`src/hdl/assert_macros.svh`:
```
// Assertion helpers shared by the drive command block.
`ifndef ASSERT_MACROS_SVH
`define ASSERT_MACROS_SVH

// Property that must hold at every clock edge outside reset.
`define GDC_ASSERT(lbl, clk, rstn, prop, msg) \
  lbl: assert property (@(posedge clk) disable iff (!rstn) (prop)) else $error(msg);

// Property whose consequent must hold in the cycle after the antecedent.
`define GDC_ASSERT_NEXT(lbl, clk, rstn, ante, cons, msg) \
  lbl: assert property (@(posedge clk) disable iff (!rstn) (ante) |=> (cons)) else $error(msg);

`endif

```
`src/hdl/gdc_pkg.sv`:
```
`timescale 1ns / 1ps

package gdc_pkg;

  // Configuration register file
  localparam int unsigned CfgW    = 15;
  localparam int unsigned CfgIdxW = 2;

  typedef enum logic [CfgIdxW-1:0] {
    CFG_SPEED_LOW  = 2'd0,
    CFG_SPEED_MID  = 2'd1,
    CFG_SPEED_HIGH = 2'd2,
    CFG_TURN_LIMIT = 2'd3
  } cfg_idx_e;

  localparam logic [CfgW-1:0] SPEED_LOW_RST  = 15'd128;
  localparam logic [CfgW-1:0] SPEED_MID_RST  = 15'd256;
  localparam logic [CfgW-1:0] SPEED_HIGH_RST = 15'd512;
  localparam logic [CfgW-1:0] TURN_LIMIT_RST = 15'd256;

  // Button codes
  localparam logic [7:0] KEY_NONE      = 8'd0;
  localparam logic [7:0] KEY_GEAR_UP   = 8'd5;
  localparam logic [7:0] KEY_GEAR_DOWN = 8'd7;
  localparam logic [7:0] KEY_SERIAL    = 8'd9;
  localparam logic [7:0] KEY_PAD       = 8'd10;
  localparam logic [7:0] KEY_ENABLE    = 8'd13;
  localparam logic [7:0] KEY_BRAKE     = 8'd14;
  localparam logic [7:0] KEY_SHUTDOWN  = 8'd16;

  // Stick centers, dead bands and shutdown signatures
  localparam logic [7:0] LEFT_CENTER  = 8'd128;
  localparam logic [7:0] RIGHT_CENTER = 8'd127;
  localparam logic [7:0] LEFT_DB_LO   = 8'd108;
  localparam logic [7:0] LEFT_DB_HI   = 8'd148;
  localparam logic [7:0] RIGHT_DB_LO  = 8'd107;
  localparam logic [7:0] RIGHT_DB_HI  = 8'd147;
  localparam logic [7:0] STICK_FULL   = 8'd255;
  localparam logic [7:0] STICK_MID    = 8'd128;

  localparam logic [1:0] GEAR_MIN = 2'd0;
  localparam logic [1:0] GEAR_MID = 2'd1;
  localparam logic [1:0] GEAR_MAX = 2'd2;

  // Scaled magnitude: 15-bit limit times 8-bit stick offset
  localparam int unsigned MagW = CfgW + 8;
  // floor(m/127) == (m * RECIP127) >> RECIP_SHIFT for every m < 2**MagW
  localparam int unsigned RecipW      = 24;
  localparam int unsigned RECIP_SHIFT = 30;
  localparam logic [RecipW-1:0] RECIP127 = 24'd8454661;

  typedef enum logic [2:0] {
    LED_NONE         = 3'd0,
    LED_SERIAL_BLINK = 3'd1,
    LED_PAD_BLINK    = 3'd2,
    LED_GREEN        = 3'd3,
    LED_RED          = 3'd4,
    LED_PINK         = 3'd5
  } led_e;

  typedef struct packed {
    logic [CfgW-1:0] speed_low;
    logic [CfgW-1:0] speed_mid;
    logic [CfgW-1:0] speed_high;
    logic [CfgW-1:0] turn_limit;
  } cfg_t;

  typedef struct packed {
    logic [7:0] key_code;
    logic [7:0] left_x;
    logic [7:0] left_y;
    logic [7:0] right_x;
    logic [7:0] right_y;
    logic       pad_linked;
  } in_t;

  typedef struct packed {
    logic       serial_mode;
    logic       motors_off;
    logic       drive_ready;
    logic       coasting;
    logic       braking;
    logic       brake_reset_pulse;
    logic       brake_drive_pulse;
    logic       coast_pulse;
    logic [2:0] led_command;
    logic [1:0] gear;
  } status_t;

  typedef struct packed {
    logic signed [15:0] forward_velocity;
    logic signed [15:0] turn_velocity;
    status_t            status;
  } out_t;

  // Hand-off from the mode stage to the scale stage
  typedef struct packed {
    status_t         status;
    logic            upd;       // sticks rewrite both commands
    logic            zero;      // brake clears both commands
    logic [MagW-1:0] spd_mag;
    logic            spd_neg;
    logic            spd_div127;
    logic [MagW-1:0] trn_mag;
    logic            trn_neg;
    logic            trn_div127;
  } mode_t;

endpackage

```
`src/hdl/gdc_if.sv`:
```
`timescale 1ns / 1ps

// Poll channel
interface gdc_in_if;
  logic          valid;
  logic          ready;
  gdc_pkg::in_t  data;
  modport source (output valid, output data, input ready);
  modport sink   (input valid, input data, output ready);
endinterface

// Command channel
interface gdc_out_if;
  logic          valid;
  logic          ready;
  gdc_pkg::out_t data;
  modport source (output valid, output data, input ready);
  modport sink   (input valid, input data, output ready);
endinterface

```
`src/hdl/gdc_mode.sv`:
```
`timescale 1ns / 1ps

// Gear stepping, mode rules and stick magnitudes for one poll.
// Mode state advances when step_i is high.
module gdc_mode (
  input  logic           clk_i,
  input  logic           rst_ni,
  input  logic           step_i,
  input  gdc_pkg::in_t   poll_i,
  input  gdc_pkg::cfg_t  cfg_i,
  output gdc_pkg::mode_t mode_o
);

  logic       serial_q, serial_d;
  logic       disabled_q, disabled_d;
  logic       ready_q, ready_d;
  logic       coast_q, coast_d;
  logic       brake_q, brake_d;
  logic [1:0] gear_q, gear_d;
  logic       latch_q, latch_d;

  logic       brk_rst, coast_p, active, upd;
  gdc_pkg::led_e led;
  logic [gdc_pkg::CfgW-1:0] vmax;
  logic [7:0] key, lx, ly, rx, ry;
  logic [7:0] dly, drx;
  logic       sig_full, sig_mid;

  assign key = poll_i.key_code;
  assign lx  = poll_i.left_x;
  assign ly  = poll_i.left_y;
  assign rx  = poll_i.right_x;
  assign ry  = poll_i.right_y;

  assign sig_full = (ly == gdc_pkg::STICK_FULL) && (lx == gdc_pkg::STICK_FULL) &&
                    (rx == gdc_pkg::STICK_FULL) && (ry == gdc_pkg::STICK_FULL);
  assign sig_mid  = (ly == gdc_pkg::STICK_MID) && (lx == gdc_pkg::STICK_MID) &&
                    (rx == gdc_pkg::STICK_MID) && (ry == gdc_pkg::STICK_MID);

  // Gear and mode rules; later rules override earlier ones
  always_comb begin
    gear_d     = gear_q;
    latch_d    = latch_q;
    serial_d   = serial_q;
    disabled_d = disabled_q;
    ready_d    = ready_q;
    coast_d    = coast_q;
    brake_d    = brake_q;
    brk_rst    = 1'b0;
    coast_p    = 1'b0;
    led        = gdc_pkg::LED_NONE;

    if (key == gdc_pkg::KEY_GEAR_UP && !latch_q) begin
      if (gear_q < gdc_pkg::GEAR_MAX) gear_d = gear_q + 2'd1;
      latch_d = 1'b1;
    end
    if (key == gdc_pkg::KEY_GEAR_DOWN && !latch_q) begin
      if (gear_q > gdc_pkg::GEAR_MIN) gear_d = gear_q - 2'd1;
      latch_d = 1'b1;
    end
    if (key == gdc_pkg::KEY_NONE) latch_d = 1'b0;

    if (key == gdc_pkg::KEY_SERIAL) begin
      serial_d = 1'b1;
      led      = gdc_pkg::LED_SERIAL_BLINK;
    end
    if (key == gdc_pkg::KEY_PAD) begin
      serial_d = 1'b0;
      led      = gdc_pkg::LED_PAD_BLINK;
    end
    if (key == gdc_pkg::KEY_ENABLE && ly == gdc_pkg::LEFT_CENTER &&
        rx == gdc_pkg::RIGHT_CENTER) begin
      disabled_d = 1'b0;
      ready_d    = 1'b1;
      coast_d    = 1'b0;
      brake_d    = 1'b0;
      led        = gdc_pkg::LED_GREEN;
    end
    if (key == gdc_pkg::KEY_SHUTDOWN || sig_full || sig_mid) begin
      serial_d   = 1'b0;
      brake_d    = 1'b0;
      disabled_d = 1'b1;
      ready_d    = 1'b0;
      coast_d    = 1'b1;
      coast_p    = 1'b1;
      led        = gdc_pkg::LED_RED;
    end
    if (key == gdc_pkg::KEY_BRAKE) begin
      serial_d   = 1'b0;
      disabled_d = 1'b0;
      ready_d    = 1'b0;
      coast_d    = 1'b0;
      if (!brake_d) begin
        brake_d = 1'b1;
        brk_rst = 1'b1;
      end
      led = gdc_pkg::LED_PINK;
    end
  end

  // Forward limit of the new gear
  always_comb begin
    unique case (gear_d)
      gdc_pkg::GEAR_MIN: vmax = cfg_i.speed_low;
      gdc_pkg::GEAR_MID: vmax = cfg_i.speed_mid;
      default:           vmax = cfg_i.speed_high;
    endcase
  end

  // A linked pad counts as active outside the dead band or with any key held
  assign active = poll_i.pad_linked &&
                  (ly < gdc_pkg::LEFT_DB_LO  || ly > gdc_pkg::LEFT_DB_HI  ||
                   rx < gdc_pkg::RIGHT_DB_LO || rx > gdc_pkg::RIGHT_DB_HI ||
                   lx < gdc_pkg::LEFT_DB_LO  || lx > gdc_pkg::LEFT_DB_HI  ||
                   ry < gdc_pkg::RIGHT_DB_LO || ry > gdc_pkg::RIGHT_DB_HI ||
                   key != gdc_pkg::KEY_NONE);
  assign upd = (!serial_d || active) && ready_d && !disabled_d;

  // Stick offsets as magnitude and sign; low left_y means forward
  assign dly = (ly >= gdc_pkg::LEFT_CENTER)  ? ly - gdc_pkg::LEFT_CENTER
                                             : gdc_pkg::LEFT_CENTER - ly;
  assign drx = (rx >= gdc_pkg::RIGHT_CENTER) ? rx - gdc_pkg::RIGHT_CENTER
                                             : gdc_pkg::RIGHT_CENTER - rx;

  always_comb begin
    mode_o.status.serial_mode       = serial_d;
    mode_o.status.motors_off        = disabled_d;
    mode_o.status.drive_ready       = ready_d;
    mode_o.status.coasting          = coast_d;
    mode_o.status.braking           = brake_d;
    mode_o.status.brake_reset_pulse = brk_rst;
    mode_o.status.brake_drive_pulse = (key == gdc_pkg::KEY_BRAKE);
    mode_o.status.coast_pulse       = coast_p;
    mode_o.status.led_command       = led;
    mode_o.status.gear              = gear_d;
    mode_o.upd        = upd;
    mode_o.zero       = (key == gdc_pkg::KEY_BRAKE);
    mode_o.spd_mag    = gdc_pkg::MagW'(vmax) * gdc_pkg::MagW'(dly);
    mode_o.spd_neg    = (ly > gdc_pkg::LEFT_CENTER);
    mode_o.spd_div127 = (ly > gdc_pkg::LEFT_CENTER);
    mode_o.trn_mag    = gdc_pkg::MagW'(cfg_i.turn_limit) * gdc_pkg::MagW'(drx);
    mode_o.trn_neg    = (rx > gdc_pkg::RIGHT_CENTER);
    mode_o.trn_div127 = (rx <= gdc_pkg::RIGHT_CENTER);
  end

  // Mode state
  always_ff @(posedge clk_i or negedge rst_ni) begin
    if (!rst_ni) begin
      serial_q   <= 1'b0;
      disabled_q <= 1'b1;
      ready_q    <= 1'b0;
      coast_q    <= 1'b0;
      brake_q    <= 1'b0;
      gear_q     <= gdc_pkg::GEAR_MIN;
      latch_q    <= 1'b0;
    end else if (step_i) begin
      serial_q   <= serial_d;
      disabled_q <= disabled_d;
      ready_q    <= ready_d;
      coast_q    <= coast_d;
      brake_q    <= brake_d;
      gear_q     <= gear_d;
      latch_q    <= latch_d;
    end
  end

endmodule

```
`src/hdl/gdc_scale.sv`:
```
`timescale 1ns / 1ps

// Divides the scaled stick magnitudes, truncating toward zero, and
// picks the next speed and turn commands.
module gdc_scale (
  input  gdc_pkg::mode_t     mode_i,
  input  logic signed [15:0] fwd_i,
  input  logic signed [15:0] turn_i,
  output logic signed [15:0] fwd_o,
  output logic signed [15:0] turn_o
);

  // Magnitude over 128 or 127; it never exceeds the limit that scaled it,
  // so the clamp to the limit is always satisfied.
  function automatic logic signed [15:0] scale_div(
    input logic [gdc_pkg::MagW-1:0] mag,
    input logic                     div127,
    input logic                     neg
  );
    logic [gdc_pkg::MagW+gdc_pkg::RecipW-1:0] prod;
    logic [14:0]                              quot;
    prod = (gdc_pkg::MagW + gdc_pkg::RecipW)'(mag) *
           (gdc_pkg::MagW + gdc_pkg::RecipW)'(gdc_pkg::RECIP127);
    quot = div127 ? prod[gdc_pkg::RECIP_SHIFT +: 15] : mag[7 +: 15];
    return neg ? -$signed({1'b0, quot}) : $signed({1'b0, quot});
  endfunction

  logic signed [15:0] fwd_new, turn_new;

  assign fwd_new  = scale_div(mode_i.spd_mag, mode_i.spd_div127, mode_i.spd_neg);
  assign turn_new = scale_div(mode_i.trn_mag, mode_i.trn_div127, mode_i.trn_neg);

  // Stick update wins; a brake without update clears; otherwise hold
  always_comb begin
    priority if (mode_i.upd) begin
      fwd_o  = fwd_new;
      turn_o = turn_new;
    end else if (mode_i.zero) begin
      fwd_o  = '0;
      turn_o = '0;
    end else begin
      fwd_o  = fwd_i;
      turn_o = turn_i;
    end
  end

endmodule

```
`src/hdl/gamepad_drive_command.sv`:
```
`timescale 1ns / 1ps
// Gamepad drive command block.
// Poll channel in_i (valid/ready) carries one gamepad poll per transfer:
// key code, four stick bytes and the pad-linked flag. Command channel out_o
// returns exactly one result per poll, in order: Q8.8 forward and turn
// commands, mode flags, brake/coast pulses, LED command and gear.
// Speed limits and the turn limit are written through cfg_we_i/cfg_idx_i/
// cfg_wdata_i; the user must write them only while the block is idle, the block does not enforce it.
// Throughput: one poll per cycle while out_o.ready is high. A result passes
// through the input register, then the mode stage with the limit multiply,
// then the scale stage with the reciprocal multiply for the /127 case into
// the result register.
// Mode state advances as a poll leaves the input register; the commands are
// held in the result register, updated as a poll enters it.
// Reset: motors disabled, pad mode, gear 0, commands zero, limits at their
// defaults, all stages empty.
// When the receiver stalls, the result holds and the stages behind it fill;
// in_i.ready drops only once all three are occupied, nothing is dropped.
`include "assert_macros.svh"

module gamepad_drive_command (
  input  logic                         clk_i,
  input  logic                         rst_ni,
  gdc_in_if.sink                       in_i,
  gdc_out_if.source                    out_o,
  input  logic                         cfg_we_i,
  input  logic [gdc_pkg::CfgIdxW-1:0]  cfg_idx_i,
  input  logic [gdc_pkg::CfgW-1:0]     cfg_wdata_i
);

  gdc_pkg::cfg_t    cfg_q;
  logic             s1_v_q, s2_v_q, out_v_q;
  gdc_pkg::in_t     s1_q;
  gdc_pkg::mode_t   s2_q, mode;
  gdc_pkg::status_t status_q;
  logic signed [15:0] fwd_q, fwd_d, turn_q, turn_d;
  logic             s1_adv, out_adv, in_xfer;

  // Pipeline flow control
  assign out_adv = s2_v_q && (!out_v_q || out_o.ready);
  assign s1_adv  = s1_v_q && (!s2_v_q || out_adv);
  assign in_i.ready = !s1_v_q || s1_adv;
  assign in_xfer = in_i.valid && in_i.ready;

  // Configuration registers
  always_ff @(posedge clk_i or negedge rst_ni) begin
    if (!rst_ni) begin
      cfg_q.speed_low  <= gdc_pkg::SPEED_LOW_RST;
      cfg_q.speed_mid  <= gdc_pkg::SPEED_MID_RST;
      cfg_q.speed_high <= gdc_pkg::SPEED_HIGH_RST;
      cfg_q.turn_limit <= gdc_pkg::TURN_LIMIT_RST;
    end else if (cfg_we_i) begin
      unique case (gdc_pkg::cfg_idx_e'(cfg_idx_i))
        gdc_pkg::CFG_SPEED_LOW:  cfg_q.speed_low  <= cfg_wdata_i;
        gdc_pkg::CFG_SPEED_MID:  cfg_q.speed_mid  <= cfg_wdata_i;
        gdc_pkg::CFG_SPEED_HIGH: cfg_q.speed_high <= cfg_wdata_i;
        gdc_pkg::CFG_TURN_LIMIT: cfg_q.turn_limit <= cfg_wdata_i;
      endcase
    end
  end

  // Valid bits
  always_ff @(posedge clk_i or negedge rst_ni) begin
    if (!rst_ni) begin
      s1_v_q  <= 1'b0;
      s2_v_q  <= 1'b0;
      out_v_q <= 1'b0;
    end else begin
      if (in_xfer)     s1_v_q <= 1'b1;
      else if (s1_adv) s1_v_q <= 1'b0;
      if (s1_adv)       s2_v_q <= 1'b1;
      else if (out_adv) s2_v_q <= 1'b0;
      if (out_adv)          out_v_q <= 1'b1;
      else if (out_o.ready) out_v_q <= 1'b0;
    end
  end

  // Payload stages
  always_ff @(posedge clk_i) begin
    if (in_xfer) s1_q <= in_i.data;
    if (s1_adv)  s2_q <= mode;
    if (out_adv) status_q <= s2_q.status;
  end

  // Held speed and turn commands
  always_ff @(posedge clk_i or negedge rst_ni) begin
    if (!rst_ni) begin
      fwd_q  <= '0;
      turn_q <= '0;
    end else if (out_adv) begin
      fwd_q  <= fwd_d;
      turn_q <= turn_d;
    end
  end

  gdc_mode u_mode (
    .clk_i  (clk_i),
    .rst_ni (rst_ni),
    .step_i (s1_adv),
    .poll_i (s1_q),
    .cfg_i  (cfg_q),
    .mode_o (mode)
  );

  gdc_scale u_scale (
    .mode_i (s2_q),
    .fwd_i  (fwd_q),
    .turn_i (turn_q),
    .fwd_o  (fwd_d),
    .turn_o (turn_d)
  );

  assign out_o.valid                 = out_v_q;
  assign out_o.data.forward_velocity = fwd_q;
  assign out_o.data.turn_velocity    = turn_q;
  assign out_o.data.status           = status_q;

  // Checks
  `GDC_ASSERT(a_rst_pulse_drive, clk_i, rst_ni, !out_v_q || !status_q.brake_reset_pulse || status_q.brake_drive_pulse, "brake reset pulse without brake drive pulse")
  `GDC_ASSERT(a_ready_enabled, clk_i, rst_ni, !out_v_q || !(status_q.drive_ready && status_q.motors_off), "drive ready while motors are off")
  `GDC_ASSERT(a_coast_flags, clk_i, rst_ni, !out_v_q || !status_q.coast_pulse || status_q.brake_drive_pulse || (status_q.coasting && status_q.motors_off), "coast pulse without coasting shutdown")
  `GDC_ASSERT_NEXT(a_brake_zero, clk_i, rst_ni, out_adv && s2_q.zero && !s2_q.upd, fwd_q == 16'sd0 && turn_q == 16'sd0, "brake did not clear commands")

endmodule
```
`src/flat_wrapper.sv`:
```
// flat-port wrapper written by rule: the top's interface ports become plain ports
module gamepad_drive_command_flat 
  (clk_i, rst_ni, cfg_we_i, cfg_idx_i, cfg_wdata_i, in_i_valid, in_i_data, in_i_ready, out_o_valid, out_o_data, out_o_ready);
  gdc_in_if in_i_i ();
  gdc_out_if out_o_i ();
  input  logic clk_i;
  input  logic rst_ni;
  input  logic cfg_we_i;
  input  logic [gdc_pkg::CfgIdxW-1:0] cfg_idx_i;
  input  logic [gdc_pkg::CfgW-1:0] cfg_wdata_i;
  input wire logic [$bits(in_i_i.valid)-1:0] in_i_valid;
  input wire logic [$bits(in_i_i.data)-1:0] in_i_data;
  output wire logic [$bits(in_i_i.ready)-1:0] in_i_ready;
  output wire logic [$bits(out_o_i.valid)-1:0] out_o_valid;
  output wire logic [$bits(out_o_i.data)-1:0] out_o_data;
  input wire logic [$bits(out_o_i.ready)-1:0] out_o_ready;
  assign in_i_i.valid = in_i_valid;
  assign in_i_i.data = in_i_data;
  assign in_i_ready = in_i_i.ready;
  assign out_o_valid = out_o_i.valid;
  assign out_o_data = out_o_i.data;
  assign out_o_i.ready = out_o_ready;
  gamepad_drive_command u_core (.clk_i(clk_i), .rst_ni(rst_ni), .in_i(in_i_i), .out_o(out_o_i), .cfg_we_i(cfg_we_i), .cfg_idx_i(cfg_idx_i), .cfg_wdata_i(cfg_wdata_i));
endmodule
```
`config.mk`:
```
export PLATFORM = sky130hd
export DESIGN_NAME = gamepad_drive_command_flat
export DESIGN_NICKNAME = d
export VERILOG_FILES = /design/src/hdl/gdc_pkg.sv /design/src/hdl/gdc_if.sv /design/src/hdl/gdc_mode.sv /design/src/hdl/gdc_scale.sv /design/src/hdl/gamepad_drive_command.sv /design/src/flat_wrapper.sv
export VERILOG_INCLUDE_DIRS = /design/src /design/src/hdl
export SDC_FILE = /design/constraint.sdc
export NUM_CORES = 1
export LEC_CHECK = 0
export BUFFER_PORTS_ARGS = -buffer_cell sky130_fd_sc_hd__buf_2
export CORE_ASPECT_RATIO = 2
export CORE_UTILIZATION = 65
export DETAILED_ROUTE_END_ITERATION = 7
export PLACE_DENSITY_LB_ADDON = 0.2
export SYNTH_ARGS = -nofsm -noshare
export SYNTH_HDL_FRONTEND = slang
export SYNTH_SLANG_ARGS = --single-unit
```
`constraint.sdc`:
```
create_clock -name clk_i -period 16.3 [get_ports clk_i]
set_input_delay 4.075 -clock clk_i [delete_from_list [all_inputs] [get_ports clk_i]]
set_output_delay 4.075 -clock clk_i [all_outputs]
set_load 0.02 [all_outputs]
```
==> results of run 1 <==
stage by stage:
stage          instance area, um^2  hold slack (ps)
2_1_floorplan                24800              400
3_3_place_gp                 25800              407
3_5_place_dp                 25800              405
4_1_cts                      26600              413
5_1_grt                      26600              409
6_report                     26600              403
worst register-to-register path, delay by kind of cell, from the launching register on:
family,cells,cell delay (ps)
xor+xnor,1,120
compound gates,12,2690
simple gates,7,1850
flops,1,360
mux,1,170
fa+ha+maj,5,2260
buf+inv,5,720
layer usage:
layer  track usage [%]  share of wire [%]  vias up
met3              3.53                3.4      243
met2              63.6                 56      445
met1              29.2                 32     9187
met5                 0              0.061        -
met4              25.0                8.5        6
li1                  -                  -     8739
how the worst max path moves through the flow:
stage                         start               to  slack [ps]  cells past startpoint
floorplan               out_o_ready       in_i_ready        7800                      2
global placement        out_o_ready       in_i_ready        7470                      4
detailed placement      out_o_ready       in_i_ready        7470                      4
CTS                     out_o_ready       in_i_ready        7460                      4
global route        u_core.s1_q[38]  u_core.s2_q[48]        7190                     31
finish                  out_o_ready       in_i_ready        7440                      4
cells in the final DEF, fill, tap and decap left out, types with 25 or more instances in the layout:
master	netlist	layout
ha_1	421	421
inv_1	404	404
fa_1	222	222
nand2_1	219	219
nor2_1	161	161
a21oi_1	122	122
edfxtp_1	117	117
buf_2	0	108
dfrtp_1	98	98
o21ai_0	96	96
mux2_2	66	66
and2_1	61	60
xnor2_1	53	53
nand3_1	39	39
a21o_1	38	38
xor2_1	30	30
or2_2	26	26
clkbuf_16	0	25
logic make-up after synthesis:
family	synth area share, %
and+or+nand+nor	13.0
DFF	24.6
AOI/OAI and AO/OA	9.56
adders and majority gates	39.2
muxes	3.65
xor gates and xnor gates	2.94
buffers and inverters	6.97
sequential cells by signal, indices dropped and copies added (netlist names):
register                  cells
u_core.cfg_q                 60
u_core.fwd_q                 16
u_core.out_o.data            13
u_core.out_o.valid            1
u_core.s1_q                  41
u_core.s1_v_q                 1
u_core.s2_q                  63
u_core.s2_v_q                 1
u_core.turn_q                16
u_core.u_mode.brake_q         1
u_core.u_mode.coast_q         1
u_core.u_mode.disabled_q      1
u_core.u_mode.gear_q          2
u_core.u_mode.latch_q         1
u_core.u_mode.ready_q         1
u_core.u_mode.serial_q        1
layout make-up:
type / instances / area, um^2 / area share (%)
timing repair buffer: 129 / 698 / 2.62
tap: 459 / 574 / 2.16
clock inverter: 11 / 87.6 / 0.329
clock buffer: 29 / 661 / 2.48
antenna: 4 / 10.0 / 0.0376
multi-input combinational: 1848 / 17000 / 63.7
sequential: 220 / 6100 / 22.9
inverter: 407 / 1530 / 5.74
cells in the mapped netlist, types with 4 or more instances:
cell type	number
nor3_1	21
a211oi_1	6
xnor2_1	53
buf_1	8
a21boi_0	6
o211ai_1	18
mux2_2	66
nand2b_1	16
nor4b_1	5
dfstp_2	5
or4_1	8
o21a_1	8
o21ai_1	5
a31oi_1	16
fa_1	222
o21ai_0	96
nand2_1	219
inv_1	404
a21o_1	38
clkbuf_1	45
o211a_1	4
o31ai_1	8
or2_2	26
a21oi_1	122
xor2_1	30
nor2_1	161
nand4_1	20
ha_1	421
nand3_1	39
and4_1	7
and2_1	61
o311ai_0	4
nor2b_1	23
nor3b_1	9
mux2i_1	16
and3_1	14
nor4_1	13
edfxtp_1	117
nand3b_1	9
dfrtp_1	98
==> flow_summary_export.csv, run 1 <==
group,metric,value,unit
drt,drc_errors,0,
sta,fin_crit,8860,ps
yosys,ys_seq_area_share,24.6,%
die,dieWidth,140,um
sta,max_freq,113,MHz
die,ios,110,
setup_path,reg2reg_depth,31,
cts,cts_resized,0,
setup_path,crit_family,"simple AND/OR/NAND/NOR gates",
setup_path,cp.required,12230,ps
grt,antenna_found_initial,8,
cts,clock_latency,540,ps
setup_path,r2r_start,"u_core.s1_q[38]",
drt,viasPerCell,5.99,
sta,drv_slew,0,
yosys,yosysWarnings,0,
placed_design,pre_cts_ws,7470,ps
status,outcome,"complete, no violations",
yosys,yosys.area.top_type,"ha_1",
drt,ant_nets,0,
die,design.die.area,38900,um^2
cts,clockBufferDepth,3,
sta,rsz0062_at_grt,"false",
yosys,ys_seq_elements,220,
die,row_count,100,
drt,drt-initial-drc-count,778,
finish,fill_cells,2885,
min_path,worstHoldEndpoint,"u_core.out_o.data[2]",
placed_design,gp_congestion,0.953,
die,initial_utilization,66.2,%
setup_path,ff2ff_setup_slack,7910,ps
sta,setup_violations,0,
drt,post_drt_wl_per_cell,19.4,um
setup_path,r2r_end,"u_core.s2_q[48]",
yosys,synth_edf_count,117,
sta,tightest_slew,1260,ps
cts,clk_pin_slew,70,ps
cts,cts_buffers,22,
sta,skew,27.9,ps
cts,cts-root-buf,"clkbuf_16",
sta,fin_setup_tns,0,ps
placed_design,port_buffers,109,
drt,num_vias,18620,
setup_path,crit_top_cell,"buf_2",
cts,cts_tree,"yes",
yosys,synth_area_per_cell,9.80,um^2
grt,grt_pass1_vias,20354,
grt,grt_overflow,0,
yosys,yosysUniqueCellTypes,78,
grt,grt_pass1_wl,98000,um
setup_path,end_kind,"primary output",
sta,slew-limit-headroom,15.7,%
sta,hold_violations,0,
placed_design,dpl.cell_count,3063,
yosys,synth.area.top_cells,"ha_1 (21%), fa_1 (18%), edfxtp_1 (14%), dfrtp_1 (9.9%), inv_1 (6.1%)",
yosys,syn_inst,2528,
grt,grt_max_degree,72,
min_path,hp-class,"flip-flop to flip-flop",
setup_path,worstPathCellList,"buf_2 > nor2b_1 > nand3_1 > buf_2",
setup_path,cp.arrival,4790,ps
cts,cts-hold-fix-buffers,0,
die,fp.dieH,278,um
drt,drt-total-wl,60200,um
setup_path,cp_slowest_cell,"buf_2",
min_path,hp-start,"u_core.s2_q[54]",
finish,drive_gt1_share,10.8,%
yosys,synth_fp_nets,3234,
cts,clock_sinks,220,
grt,gr-usage-all-layers,32.3,%
sta,period_share,54.4,%
yosys,synthFlopType,"edfxtp_1",
drt,drt-pass1-iter-count,5,
job,drv_cap,0,
min_path,hold_depth,0,
yosys,synth_top_area_share,21.3,%
yosys,async_reset_ff_share,46.8,%
setup_path,start_kind,"input port",
yosys,netlist_area,24800,um^2
setup_path,cp.buffers_inverters,2,
cts,post_cts_buffers,0,
sta,setup_slack,7440,ps
setup_path,critPathMaxFanout,3,
finish,instances_no_fill,3107,
placed_design,hpwlAfterDp,50200,um
finish,syn2layout_area_growth,7.45,%
die,fp.coreArea,37400,um^2
finish,nets,3334,
finish,final_util,71.1,%
setup_path,max_stage_delay,220,ps
setup_path,critical_path_class,"input port to primary output",
cts,cts_max_level,1,
Power of run 1 is not shown: default switching activity piles up to over one toggle a cycle in this logic, so the estimate is an artifact.
==> run 2, diff against run 1 <==
--- a/config.mk
+++ b/config.mk
@@ -8,7 +8,7 @@
 export LEC_CHECK = 0
 export BUFFER_PORTS_ARGS = -buffer_cell sky130_fd_sc_hd__buf_2
 export CORE_ASPECT_RATIO = 2
-export CORE_UTILIZATION = 65
+export CORE_UTILIZATION = 64
 export DETAILED_ROUTE_END_ITERATION = 7
 export PLACE_DENSITY_LB_ADDON = 0.2
 export SYNTH_ARGS = -nofsm -noshare
==> constraint.sdc (replaced) <==
create_clock -name clk_i -period 9 [get_ports clk_i]
set_input_delay 2.25 -clock clk_i [delete_from_list [all_inputs] [get_ports clk_i]]
set_output_delay 2.25 -clock clk_i [all_outputs]
set_load 0.02 [all_outputs]
==> run 2 against run 1 <==
Effect of this change: the flow now finishes with violations (DRC); utilization down 1.3 points; via count grew 0.84%; register-to-register slack worse by 7200 ps.
==> flow_summary_export.csv, run 2 (synthesis gave the netlist of run 1 again) <==
group,metric,value,unit
sta,slew-limit-headroom,8.82,%
finish,drive_gt1_share,10.5,%
job,drv_cap,0,
grt,antenna_found_initial,6,
sta,fin_crit,8260,ps
setup_path,cp.arrival,8520,ps
cts,post_cts_buffers,0,
cts,clk_pin_slew,80,ps
grt,gr-usage-all-layers,32.8,%
setup_path,cp_slowest_cell,"nor4_1",
cts,clockBufferDepth,3,
finish,final_util,69.9,%
cts,cts_resized,0,
drt,drt-total-wl,61600,um
setup_path,max_stage_delay,640,ps
cts,cts-root-buf,"clkbuf_16",
setup_path,end_kind,"flip-flop",
status,outcome,"finished, violations left",
sta,max_freq,121,MHz
placed_design,port_buffers,109,
die,fp.dieH,280,um
cts,cts_tree,"yes",
cts,clock_sinks,220,
status,violations,"DRC",
placed_design,placed_cell_area,25900,um^2
drt,ant_nets,0,
grt,grt_pass1_wl,99700,um
grt,grt_pass1_vias,20213,
min_path,hp-class,"flip-flop to flip-flop",
grt,grt_overflow,0,
drt,drt-initial-drc-count,807,
finish,reg.largest.list,"u_core.s2_q x63, u_core.cfg_q x60, u_core.s1_q x41",
drt,viasPerCell,5.94,
die,row_count,101,
finish,fill_cells,3013,
die,fp.coreArea,38000,um^2
sta,tightest_slew,1360,ps
setup_path,ff2ff_setup_slack,740,ps
sta,skew,23.7,ps
die,design.die.area,39500,um^2
sta,setup_violations,0,
sta,rsz0062_at_grt,"false",
placed_design,gp_congestion,0.964,
cts,cts-hold-fix-buffers,0,
setup_path,critical_path_class,"flip-flop to flip-flop",
setup_path,start_kind,"flip-flop",
finish,largest_register,"u_core.s2_q",
sta,fin_setup_tns,0,ps
grt,grt_max_degree,72,
finish,design_area,26600,um^2
sta,drv_slew,0,
finish,layout_commonest_cell,"ha_1",
die,initial_utilization,65.1,%
finish,layout_common_cells,"ha_1 (421), inv_1 (404), fa_1 (222), nand2_1 (219), nor2_1 (161)",
drt,drt-pass1-iter-count,8,
finish,nets,3330,
drt,post_drt_wl_per_cell,19.5,um
sta,period_share,91.8,%
finish,syn2layout_area_growth,7.33,%
drt,num_vias,18776,
setup_path,cp.required,9260,ps
cts,clock_latency,530,ps
finish,largest_register_ffs,63,
cts,cts_buffers,21,
sta,hold_violations,0,
die,ios,110,
drt,drc_errors,2,
placed_design,hpwlAfterDp,51400,um
die,dieWidth,141,um
cts,cts_max_level,1,
setup_path,critPathMaxFanout,17,
## run 2: cell types whose count changed in the layout (fill, tap and decap cells not counted), sizes merged
cell and delta:
clkbuf -3, buf -3, diode +2, clkinv +1, inv -1
## run 2: cell type report
type	instances	area (um^2)	share of cell area (%)
Sequential cell	220	6100	22.9
Timing Repair Buffer	126	676	2.54
Tap cell	515	644	2.42
Clock buffer	26	576	2.17
Clock inverter	11	81.3	0.306
Antenna cell	6	15.0	0.0565
Inverter	407	1530	5.75
Multi-Input combinational cell	1848	17000	63.8
## run 2: routing by layer
layer	track usage [%]	up-vias	wire, um
li1	-	8728	-
met1	31.0	9275	20200
met2	63.1	517	33900
met3	3.38	256	2320
met4	25.6	0	5190
met5	0	-	0
## run 2: path summary, 6_finish.rpt
check | from | endpoint | cells after the start
min | u_core.s2_q[61] | u_core.out_o.data[9] | 0
max | u_core.s1_q[38] | u_core.s2_q[48] | 32
min reg2reg | u_core.s2_q[61] | u_core.out_o.data[9] | 0
max reg2reg | u_core.s1_q[38] | u_core.s2_q[48] | 32
max in group asynchronous | rst_ni | u_core.cfg_q[51] | 2
min in group asynchronous | rst_ni | u_core.turn_q[5] | 1
## run 2: metrics by stage
step / std cells / hold WS, ps / setup slack [ps]
floorplan: 2528 / 400 / 1900
CTS: 3153 / 398 / 740
detailed placement: 3116 / 408 / 789
global route: 3159 / 399 / 49.7
global placement: 3116 / 405 / 1090
finish: 3159 / 397 / 736
## run 2: critical path: cells and delay by family (launching register included)
kind / cells / cell delay [ps]
AND/OR/NAND/NOR: 8 / 1700
flip-flops: 1 / 360
AO/OA/AOI/OAI: 13 / 2890
buffers and inverters: 4 / 640
multiplexers: 1 / 160
XOR/XNOR: 1 / 130
adder cells (fa/ha/maj): 5 / 2100
Power of run 2 is left out for the same reason.
